$ cat src/sv/blbf_pkg.sv
// Shared types, constants and color tables for the battery light bar fader.
// No dependencies; imported by every module of the block.
package blbf_pkg;

    localparam int PIXEL_COUNT = 4;
    localparam int CHAN_COUNT  = 3;
    localparam int CHAN_W      = 8;
    localparam int COLOR_W     = CHAN_COUNT * CHAN_W;
    localparam int FADE_W      = 16;
    localparam int PCT_W       = 8;
    localparam int PROD_W      = CHAN_W + FADE_W;
    localparam int STEP_W      = $clog2(CHAN_W);
    localparam logic [STEP_W-1:0] STEP_LAST = STEP_W'(CHAN_W - 1);

    // Configuration port
    localparam int APB_ADDR_W = 3;
    localparam int APB_DATA_W = 32;
    localparam logic REG_BAR_ENABLED = 1'b0;
    localparam logic REG_FADE_STEPS  = 1'b1;
    localparam logic [FADE_W-1:0] FADE_STEPS_RST = 16'd1000;

    // Item command codes
    localparam logic [1:0] CMD_GAUGE = 2'd0;
    localparam logic [1:0] CMD_SLEEP = 2'd1;
    localparam logic [1:0] CMD_FAULT = 2'd2;

    // Colors, packed red<<16 | green<<8 | blue
    localparam logic [COLOR_W-1:0] COL_OFF    = 24'h000000;
    localparam logic [COLOR_W-1:0] COL_GREEN  = 24'h004000;
    localparam logic [COLOR_W-1:0] COL_YELLOW = 24'h6E1E00;
    localparam logic [COLOR_W-1:0] COL_RED    = 24'h400000;
    localparam logic [COLOR_W-1:0] COL_SLEEP  = 24'h001400;

    // Charge band thresholds (percent)
    localparam logic [PCT_W-1:0] PCT_FULL = 8'd75;
    localparam logic [PCT_W-1:0] PCT_HIGH = 8'd50;
    localparam logic [PCT_W-1:0] PCT_MID  = 8'd25;
    localparam logic [PCT_W-1:0] PCT_LOW  = 8'd20;
    localparam logic [PCT_W-1:0] PCT_CRIT = 8'd10;

    typedef logic [PIXEL_COUNT-1:0][COLOR_W-1:0] t_pixels;

    // What an accepted item turns into
    typedef enum logic [1:0] {
        KIND_NONE,
        KIND_STATIC,
        KIND_FADE
    } t_kind;

    typedef enum logic [1:0] {
        S_IDLE,
        S_MUL,
        S_DIV,
        S_OUT
    } t_state;

    // Controller to datapath
    typedef struct packed {
        logic load;
        logic mul_step;
        logic div_step;
        logic out_load;
    } t_dp_cmd;

    // Datapath to controller
    typedef struct packed {
        t_kind kind;
    } t_dp_stat;

    // Datapath to each scaling lane
    typedef struct packed {
        logic load;
        logic mul_step;
        logic div_step;
    } t_lane_cmd;

    // Gauge pattern for a charge level
    function automatic t_pixels band_colors(input logic [PCT_W-1:0] pct);
        t_pixels c;
        c = '{default: COL_OFF};
        if (pct > PCT_FULL) begin
            c = '{default: COL_GREEN};
        end else if (pct > PCT_HIGH) begin
            c[1] = COL_GREEN;
            c[2] = COL_GREEN;
            c[3] = COL_GREEN;
        end else if (pct > PCT_MID) begin
            c[2] = COL_GREEN;
            c[3] = COL_GREEN;
        end else if (pct > PCT_LOW) begin
            c[3] = COL_GREEN;
        end else if (pct > PCT_CRIT) begin
            c[3] = COL_YELLOW;
        end else begin
            c[3] = COL_RED;
        end
        return c;
    endfunction

endpackage

$ cat src/sv/blbf_lane.sv
// One color channel scaler: floor(target * count / steps).
// Shift-add multiply then restoring divide, one bit per cycle. Uses blbf_pkg.
module blbf_lane import blbf_pkg::*; (
    input  logic              i_clk,
    input  t_lane_cmd         i_ctl,
    input  logic [CHAN_W-1:0] i_target,
    input  logic [FADE_W-1:0] i_count,
    input  logic [FADE_W-1:0] i_steps,
    output logic [CHAN_W-1:0] o_quot
);

    logic [CHAN_W-1:0] r_mcand;
    logic [PROD_W-1:0] r_acc;
    logic [PROD_W-1:0] mul_sum;
    logic [FADE_W:0]   rem_ext;
    logic [FADE_W:0]   rem_new;
    logic              rem_ge;
    logic [PROD_W-1:0] div_next;

    // Multiply step, multiplicand MSB first
    assign mul_sum = {r_acc[PROD_W-2:0], 1'b0}
                   + (r_mcand[CHAN_W-1] ? {{CHAN_W{1'b0}}, i_count} : {PROD_W{1'b0}});

    // Divide step: upper bits hold the remainder, low bits collect the quotient
    assign rem_ext  = {r_acc[PROD_W-1:CHAN_W], r_acc[CHAN_W-1]};
    assign rem_ge   = rem_ext >= {1'b0, i_steps};
    assign rem_new  = rem_ge ? (rem_ext - {1'b0, i_steps}) : rem_ext;
    assign div_next = {rem_new[FADE_W-1:0], r_acc[CHAN_W-2:0], rem_ge};

    always_ff @(posedge i_clk) begin
        if (i_ctl.load) begin
            r_mcand <= i_target;
            r_acc   <= '0;
        end else if (i_ctl.mul_step) begin
            r_mcand <= {r_mcand[CHAN_W-2:0], 1'b0};
            r_acc   <= mul_sum;
        end else if (i_ctl.div_step) begin
            r_acc   <= div_next;
        end
    end

    assign o_quot = r_acc[CHAN_W-1:0];

endmodule

$ cat src/sv/blbf_ctrl.sv
// Sequencer for the light bar fader: accept, multiply, divide, hand off result.
// Drives the datapath through t_dp_cmd. Uses blbf_pkg.
module blbf_ctrl import blbf_pkg::*; (
    input  logic     i_clk,
    input  logic     i_rst_n,
    input  logic     i_valid,
    output logic     o_stall,
    output logic     o_valid,
    input  logic     i_stall,
    input  t_dp_stat i_stat,
    output t_dp_cmd  o_cmd
);

    t_state            r_state, n_state;
    logic [STEP_W-1:0] r_step, n_step;
    logic              r_out_valid, n_out_valid;
    logic              accept;
    logic              out_load;

    assign accept   = i_valid && (r_state == S_IDLE);
    assign out_load = (r_state == S_OUT) && (!r_out_valid || !i_stall);

    // Next state
    always_comb begin
        n_state = r_state;
        unique case (r_state)
            S_IDLE: begin
                if (accept) begin
                    unique case (i_stat.kind)
                        KIND_STATIC: n_state = S_OUT;
                        KIND_FADE:   n_state = S_MUL;
                        default:     n_state = S_IDLE;
                    endcase
                end
            end
            S_MUL: begin
                if (r_step == STEP_LAST) n_state = S_DIV;
            end
            S_DIV: begin
                if (r_step == STEP_LAST) n_state = S_OUT;
            end
            S_OUT: begin
                if (out_load) n_state = S_IDLE;
            end
            default: n_state = S_IDLE;
        endcase
    end

    // Bit counter for the multiply and divide phases; wraps into the next phase
    always_comb begin
        if (r_state == S_MUL || r_state == S_DIV) begin
            n_step = r_step + 1'b1;
        end else begin
            n_step = '0;
        end
    end

    // Output item register valid
    always_comb begin
        if (out_load) begin
            n_out_valid = 1'b1;
        end else if (!i_stall) begin
            n_out_valid = 1'b0;
        end else begin
            n_out_valid = r_out_valid;
        end
    end

    // Commands
    always_comb begin
        o_cmd.load     = accept;
        o_cmd.mul_step = (r_state == S_MUL);
        o_cmd.div_step = (r_state == S_DIV);
        o_cmd.out_load = out_load;
    end

    always_ff @(posedge i_clk) begin
        if (!i_rst_n) begin
            r_state     <= S_IDLE;
            r_step      <= '0;
            r_out_valid <= 1'b0;
        end else begin
            r_state     <= n_state;
            r_step      <= n_step;
            r_out_valid <= n_out_valid;
        end
    end

    assign o_stall = (r_state != S_IDLE);
    assign o_valid = r_out_valid;

    a_fade_starts_mul: assert property (@(posedge i_clk) disable iff (!i_rst_n)
        (accept && i_stat.kind == KIND_FADE) |=> (r_state == S_MUL))
        else $error("fade item did not start the multiply phase");

    a_div_ends: assert property (@(posedge i_clk) disable iff (!i_rst_n)
        (r_state == S_DIV && r_step == STEP_LAST) |=> (r_state == S_OUT))
        else $error("divide phase overran");

    a_valid_from_out: assert property (@(posedge i_clk) disable iff (!i_rst_n)
        $rose(r_out_valid) |-> ($past(r_state) == S_OUT))
        else $error("result raised outside the output state");

endmodule

$ cat src/sv/blbf_datapath.sv
// Datapath: item decode, fader state, latched targets, twelve channel lanes
// and the output item register. Uses blbf_pkg and blbf_lane.
module blbf_datapath import blbf_pkg::*; (
    input  logic                 i_clk,
    input  logic                 i_rst_n,
    input  t_dp_cmd              i_ctl,
    output t_dp_stat             o_stat,
    input  logic                 i_bar_enabled,
    input  logic [FADE_W-1:0]    i_fade_steps,
    input  logic [1:0]           i_cmd,
    input  logic [PCT_W-1:0]     i_charge_pct,
    input  logic                 i_stop_engaged,
    input  logic                 i_stop_led_lit,
    input  logic                 i_charger_present,
    output t_pixels              o_pixels
);

    t_kind             kind;
    t_pixels           band;
    t_pixels           static_pix;
    t_pixels           item_tgt;
    t_pixels           tgt_next;
    t_pixels           fade_pix;
    logic [FADE_W-1:0] steps_eff;
    logic [FADE_W-1:0] base_count;
    logic              base_rising;
    logic [FADE_W:0]   cnt_step;
    logic [FADE_W-1:0] cnt_next;
    logic              rising_next;
    t_lane_cmd         lane_ctl;

    logic [FADE_W-1:0] r_fade_count;
    logic              r_fade_rising;
    logic              r_fade_latched;
    t_pixels           r_target;
    t_pixels           r_static;
    logic              r_use_fade;
    logic              r_mask;
    t_pixels           r_pix;

    // Item decode
    always_comb begin
        band       = band_colors(i_charge_pct);
        static_pix = '{default: COL_OFF};
        item_tgt   = band;
        kind       = KIND_NONE;
        if (i_bar_enabled) begin
            unique case (i_cmd)
                CMD_FAULT: begin
                    kind          = KIND_STATIC;
                    static_pix[3] = COL_RED;
                end
                CMD_SLEEP: begin
                    kind     = KIND_FADE;
                    item_tgt = '{default: COL_SLEEP};
                end
                CMD_GAUGE: begin
                    if (i_stop_engaged && !i_stop_led_lit) begin
                        kind = KIND_STATIC;
                    end else if (!i_charger_present || i_stop_engaged) begin
                        kind       = KIND_STATIC;
                        static_pix = band;
                    end else begin
                        kind = KIND_FADE;
                    end
                end
                default: kind = KIND_NONE;
            endcase
        end
    end

    assign o_stat.kind = kind;

    // Fader step; targets are taken only when the counter is unlatched
    assign steps_eff   = (i_fade_steps == '0) ? FADE_W'(1) : i_fade_steps;
    assign base_count  = r_fade_latched ? r_fade_count : '0;
    assign base_rising = r_fade_latched ? r_fade_rising : 1'b1;
    assign tgt_next    = r_fade_latched ? r_target : item_tgt;

    always_comb begin
        if (base_rising) begin
            cnt_step = {1'b0, base_count} + 1'b1;
        end else if (base_count != '0) begin
            cnt_step = {1'b0, base_count} - 1'b1;
        end else begin
            cnt_step = '0;
        end
        if (cnt_step > {1'b0, steps_eff}) begin
            cnt_next = steps_eff;
        end else begin
            cnt_next = cnt_step[FADE_W-1:0];
        end
        priority if (cnt_next == '0 && !base_rising) begin
            rising_next = 1'b1;
        end else if (cnt_next == steps_eff && base_rising) begin
            rising_next = 1'b0;
        end else begin
            rising_next = base_rising;
        end
    end

    always_ff @(posedge i_clk) begin
        if (!i_rst_n) begin
            r_fade_count   <= '0;
            r_fade_rising  <= 1'b1;
            r_fade_latched <= 1'b0;
            r_target       <= '{default: COL_OFF};
        end else if (i_ctl.load && kind == KIND_FADE) begin
            r_fade_count   <= cnt_next;
            r_fade_rising  <= rising_next;
            r_fade_latched <= (cnt_next != '0);
            r_target       <= tgt_next;
        end
    end

    // Per-item flags and static colors
    always_ff @(posedge i_clk) begin
        if (i_ctl.load) begin
            r_static   <= static_pix;
            r_use_fade <= (kind == KIND_FADE);
            r_mask     <= (i_cmd == CMD_GAUGE) && (i_charge_pct <= PCT_MID);
        end
    end

    // Channel lanes, one per pixel and color
    assign lane_ctl.load     = i_ctl.load;
    assign lane_ctl.mul_step = i_ctl.mul_step;
    assign lane_ctl.div_step = i_ctl.div_step;

    for (genvar p = 0; p < PIXEL_COUNT; p++) begin : g_pix
        for (genvar c = 0; c < CHAN_COUNT; c++) begin : g_chan
            blbf_lane u_lane (
                .i_clk    (i_clk),
                .i_ctl    (lane_ctl),
                .i_target (tgt_next[p][c*CHAN_W +: CHAN_W]),
                .i_count  (r_fade_count),
                .i_steps  (steps_eff),
                .o_quot   (fade_pix[p][c*CHAN_W +: CHAN_W])
            );
        end
    end

    // Output item register; low-charge gauge keeps only pixel 3
    always_ff @(posedge i_clk) begin
        if (i_ctl.out_load) begin
            for (int p = 0; p < PIXEL_COUNT; p++) begin
                if (!r_use_fade) begin
                    r_pix[p] <= r_static[p];
                end else if (r_mask && p != PIXEL_COUNT - 1) begin
                    r_pix[p] <= COL_OFF;
                end else begin
                    r_pix[p] <= fade_pix[p];
                end
            end
        end
    end

    assign o_pixels = r_pix;

    a_latch_tracks_count: assert property (@(posedge i_clk) disable iff (!i_rst_n)
        r_fade_latched == (r_fade_count != '0))
        else $error("fade latch disagrees with counter");

    a_count_bounded: assert property (@(posedge i_clk) disable iff (!i_rst_n)
        (i_ctl.load && kind == KIND_FADE) |=> (r_fade_count <= steps_eff))
        else $error("fade counter above step count");

    a_low_charge_mask: assert property (@(posedge i_clk) disable iff (!i_rst_n)
        (i_ctl.out_load && r_use_fade && r_mask) |=>
        (r_pix[0] == COL_OFF && r_pix[1] == COL_OFF && r_pix[2] == COL_OFF))
        else $error("low-charge gauge lit a masked pixel");

endmodule

$ cat src/sv/battery_light_bar_fader_unit.sv
// Top level of the battery light bar fader: configuration registers and the
// controller/datapath pair. Uses blbf_pkg, blbf_ctrl, blbf_datapath.
//
// Usage:
//   Input channel (i_valid / o_stall) carries one tick item: cmd, charge_pct,
//   stop_engaged, stop_led_lit, charger_present. Output channel (o_valid /
//   i_stall) carries one item of four packed 0xRRGGBB pixel colors.
//   An item is taken only while the sequencer is idle, so one item is in work
//   at a time. A tick with the bar disabled or an unused command gives no
//   result. Static displays (fault, blanked, plain gauge) skip the multiply
//   and divide phases and go from acceptance through the output state into
//   the output register. Breathing ticks run a shift-add multiply phase and
//   then a restoring divide phase in twelve channel lanes, and the block
//   takes no new item until the breathing result has left the output state.
//   The output register frees the input side: a waiting result does not block
//   the next accept; only a second result waits in the output state while
//   i_stall is high. Synchronous reset clears the fader (count 0, rising,
//   unlatched), the targets, bar_enabled and sets fade_steps to 1000.
//   Registers: bar_enabled at byte 0x0, fade_steps at byte 0x4; the user must
//   write them only while no item is in work; the block does not enforce it.
module battery_light_bar_fader_unit import blbf_pkg::*; (
    input  logic                   i_clk,
    input  logic                   i_rst_n,
    // configuration
    input  logic                   psel,
    input  logic                   penable,
    input  logic                   pwrite,
    input  logic [APB_ADDR_W-1:0]  paddr,
    input  logic [APB_DATA_W-1:0]  pwdata,
    output logic [APB_DATA_W-1:0]  prdata,
    output logic                   pready,
    // input items
    input  logic                   i_valid,
    output logic                   o_stall,
    input  logic [1:0]             i_cmd,
    input  logic [PCT_W-1:0]       i_charge_pct,
    input  logic                   i_stop_engaged,
    input  logic                   i_stop_led_lit,
    input  logic                   i_charger_present,
    // result items
    output logic                   o_valid,
    input  logic                   i_stall,
    output logic [COLOR_W-1:0]     o_pixel_zero,
    output logic [COLOR_W-1:0]     o_pixel_one,
    output logic [COLOR_W-1:0]     o_pixel_two,
    output logic [COLOR_W-1:0]     o_pixel_three
);

    logic              r_bar_enabled;
    logic [FADE_W-1:0] r_fade_steps;
    logic              cfg_wr;
    logic              reg_sel;
    t_dp_cmd           dp_cmd;
    t_dp_stat          dp_stat;
    t_pixels           pixels;

    // Register file
    assign pready  = 1'b1;
    assign cfg_wr  = psel && penable && pwrite && pready;
    assign reg_sel = paddr[2];

    always_ff @(posedge i_clk) begin
        if (!i_rst_n) begin
            r_bar_enabled <= 1'b0;
            r_fade_steps  <= FADE_STEPS_RST;
        end else if (cfg_wr) begin
            if (reg_sel == REG_BAR_ENABLED) begin
                r_bar_enabled <= pwdata[0];
            end else begin
                r_fade_steps  <= pwdata[FADE_W-1:0];
            end
        end
    end

    always_comb begin
        if (reg_sel == REG_FADE_STEPS) begin
            prdata = {{(APB_DATA_W-FADE_W){1'b0}}, r_fade_steps};
        end else begin
            prdata = {{(APB_DATA_W-1){1'b0}}, r_bar_enabled};
        end
    end

    blbf_ctrl u_ctrl (
        .i_clk   (i_clk),
        .i_rst_n (i_rst_n),
        .i_valid (i_valid),
        .o_stall (o_stall),
        .o_valid (o_valid),
        .i_stall (i_stall),
        .i_stat  (dp_stat),
        .o_cmd   (dp_cmd)
    );

    blbf_datapath u_dp (
        .i_clk             (i_clk),
        .i_rst_n           (i_rst_n),
        .i_ctl             (dp_cmd),
        .o_stat            (dp_stat),
        .i_bar_enabled     (r_bar_enabled),
        .i_fade_steps      (r_fade_steps),
        .i_cmd             (i_cmd),
        .i_charge_pct      (i_charge_pct),
        .i_stop_engaged    (i_stop_engaged),
        .i_stop_led_lit    (i_stop_led_lit),
        .i_charger_present (i_charger_present),
        .o_pixels          (pixels)
    );

    assign o_pixel_zero  = pixels[0];
    assign o_pixel_one   = pixels[1];
    assign o_pixel_two   = pixels[2];
    assign o_pixel_three = pixels[3];

endmodule
$ cat config.mk
export PLATFORM = sky130hd
export DESIGN_NAME = battery_light_bar_fader_unit
export DESIGN_NICKNAME = d
export VERILOG_FILES = /design/src/sv/blbf_pkg.sv /design/src/sv/blbf_lane.sv /design/src/sv/blbf_ctrl.sv /design/src/sv/blbf_datapath.sv /design/src/sv/battery_light_bar_fader_unit.sv
export SDC_FILE = /design/constraint.sdc
export NUM_CORES = 2
export LEC_CHECK = 0
export BUFFER_PORTS_ARGS = -buffer_cell sky130_fd_sc_hd__buf_4
export CORE_UTILIZATION = 45
export DETAILED_ROUTE_END_ITERATION = 10
export PLACE_DENSITY = 0.69
export SETUP_SLACK_MARGIN = 0.3
export SYNTH_ARGS = -nofsm -noshare
export SYNTH_HDL_FRONTEND = slang
export SYNTH_SLANG_ARGS = --single-unit
$ cat constraint.sdc
create_clock -name i_clk -period 27.6 [get_ports i_clk]
set_clock_uncertainty 0.2 [all_clocks]
set_input_delay 2.76 -clock i_clk [delete_from_list [all_inputs] [get_ports i_clk]]
set_output_delay 2.76 -clock i_clk [all_outputs]
set_load 0.01 [all_outputs]
==> out/qor.yml <==
insertion_delay_ns: 0.68
grt.total_usage: 0.273
post_drt_wl_per_cell_um: 21.1
r2r-end: "u_dp.r_fade_latched$_SDFFE_PN0P_"
setup_violations: 0
crit_type: "primary input to output pin"
rsz0062_at_grt: "no"
status: "completed"
drive_gt1_frac: 0.0811
synth_area_per_cell_um2: 8.29
synth_edf_count: 200
fp-row-count: 117
finalNetCount: 6142
netlist_area_um2: 46800
cts_buffers: 72
grt_max_degree: 163
drv_slew: 0
drc: 0
r2r_cells: 15
ys_ff_latch: 625
cts_tree: "built"
power_frac_clock: 0.217
reg2reg_slack_ns: 21.43
hold_path_depth: 1
whs_ns: 0.226
yosys_most_used_dff: "dfxtp_1"
area_growth_syn_to_layout_pct: 10.5
cts_max_level: 3
finalSetupTns_ns: 0
finalHoldViolCount: 0
synth_simple_gate_area_frac: 0.216
finalCriticalPeriod_ns: 6.47
cts-resized-gates: 0
layout_commonest_cell: "nand2_1"
p_int_w: 0.00269
fmax_mhz: 155
layout_common_cells: "nand2_1, nor2_1, a21oi_1"
fp.dieArea_um2: 105000
clk_pin_slew_ns: 0.06
critPathLaunch: "paddr[2]"
synthXorXnorAreaFrac: 0.0498
powerDensity_nw_per_um2: 91.2
ios: 186
grt_pass1_vias: 40971
path_max_fanout: 16
netSwitchingFraction: 0.430
synthDistinctLibCells: 103
grt_pass1_wl_um: 230000
drt_pass1_iterations: 9
synthAdderAreaFrac: 0.117
grt-ovfl-total: 0
seq_area_frac_synth: 0.310
seqPwrFrac: 0.317
hold_path.class: "flop to flop"
stdcell_area_um2: 51700
synth_top_family_by_area: "compound AO/OA/AOI/OAI gates"
core_area_um2: 102000
cts_hold_buf: 0
die_width_um: 325
first_iter_violations: 4256
cts_max_path_buffers: 3
cts_sinks: 625
wl_met3_um: 14900
share_comb_of_total_power: 0.466
gp_congestion: 0.957
initial_utilization: 0.457
max_cap_violations: 0
vias_per_cell: 6.18
synthCells: 5647
regToRegStartpoint: "u_dp.r_fade_latched$_SDFFE_PN0P_"
post_cts_buffers: 0
holdPathEnd: "u_ctrl.r_step[0]$_SDFF_PN0_"
hpwl_um: 96600
net-switching-power_w: 0.00203
synth-compound-area-share: 0.229
cp-start-kind: "primary input"
period_share: 0.234
wl_met2_um: 65800
antenna_found_initial: 14
async_flop_share: 0
wl_um: 150000
ys_warn_count: 0
crit_required_ns: 24.64
highest_layer: "met5"
tightest_slew_ns: 1.15
yosys-mux-area-fraction: 0.0370
worst_slew_margin_rel: 0.230
crit_arrival_ns: 3.51
num_vias: 43892
place_area_um2: 49100
crit_path_end_kind: "output pin"
portBuffers: 150
antenna_left: 0
clockRootBuffer: "clkbuf_16"
min_from: "u_ctrl.r_step[0]$_SDFF_PN0_"
die_y_um: 325
met1_length_um: 63300
power.leakage_nw: 22.0
ir_drop_mv: 0.0882
layer usage:
layer  track usage  vias up
li1              -    20739
met1         0.371    20939
met2         0.431     1874
met3        0.0482      338
met4         0.103        2
met5             0        -
flip-flops by register name, indices dropped and copies added, names as in the netlist, 2 cells and up:
| signal | count |
|---|---|
| u_ctrl.r_step | 3 |
| r_fade_steps | 16 |
| u_dp.r_static | 6 |
| u_dp.r_target | 96 |
| u_dp.o_pixels | 96 |
| u_ctrl.r_state | 2 |
| u_dp.r_fade_count | 16 |
| u_dp.g_pix.g_chan.u_lane.r_acc | 288 |
| u_dp.g_pix.g_chan.u_lane.r_mcand | 96 |
worst max path at each step:
| stage | depth (start not counted) | slack [ns] | end |
|---|---|---|---|
| 5_1_grt | 4 | 21.02 | prdata[5] |
| 4_1_cts | 4 | 21.11 | prdata[9] |
| 3_3_place_gp | 4 | 21.13 | prdata[12] |
| 2_1_floorplan | 1 | 16.98 | u_dp.o_pixels[0]$_SDFFCE_PP0P_ |
| 3_5_place_dp | 4 | 21.12 | prdata[9] |
| 6_report | 4 | 21.13 | prdata[9] |
stage by stage:
stage	util	std cells	setup WS (ns)	total power, W
floorplan	-	5662	16.98	0.00308
finish	0.505	7101	21.13	0.00471
detailed placement	0.479	6957	21.12	0.00366
CTS	0.504	7089	21.11	0.00469
global placement	0.479	6957	21.13	0.00361
global route	0.504	7091	21.02	0.00500
power groups by stage:
stage / clock (W) / sequential, W / combinational [W]
floorplan: 0 / 0.00140 / 0.00168
global placement: 0 / 0.00149 / 0.00211
detailed placement: 0 / 0.00150 / 0.00216
CTS: 0.00104 / 0.00148 / 0.00217
global route: 0.00107 / 0.00152 / 0.00241
finish: 0.00102 / 0.00149 / 0.00220
final cells by class:
class / instances / area (um2)
fill: 9703 / 50800
multi-input combinational: 4559 / 30500
sequential: 625 / 14500
clock buffer: 100 / 2010
tap: 1368 / 1710
timing repair buffer: 218 / 1660
inverter: 187 / 709
clock inverter: 32 / 528
antenna: 12 / 30.0
critical path, cell delays in order:
cell and delay (ns):
buf_4 0.13, inv_1 0.35, nor2_1 0.09, buf_4 0.17
synthesized netlist by cell type, drive strengths merged (21+ instances only):
master,number,share of area
and2,282,0.038
nand2b,48,0.0064
nand3,189,0.020
a31oi,79,0.011
dfxtp,425,0.18
nand4,58,0.0079
ha,400,0.11
nor2b,76,0.010
buf,63,0.0076
mux2,40,0.0096
or3,41,0.0055
a21oi,423,0.045
and3,134,0.018
a21o,116,0.019
fa,24,0.010
edfxtp,200,0.13
o21ai,378,0.040
nand2,542,0.044
inv,186,0.015
o31ai,38,0.0061
o221ai,21,0.0039
xor2,94,0.018
or2,21,0.0028
o21a,66,0.011
a32o,21,0.0045
mux2i,128,0.027
a211oi,127,0.021
nor4,25,0.0042
clkbuf,228,0.018
xnor2,172,0.032
nor2,433,0.035
o22ai,29,0.0040
nor3,140,0.015
a22o,25,0.0047
a21boi,22,0.0035
o211ai,53,0.0088
cell families (layout without fill, tap and decap cells):
kind of cell / Yosys count / in the layout
simple gates: 2042 / 2042
compound gates: 1642 / 1642
flops: 625 / 625
buf+inv: 478 / 537
fa+ha+maj: 424 / 424
xor+xnor: 266 / 266
mux: 168 / 168
other cells: 2 / 29
No activity file was read; power rests on OpenSTA's default activity.
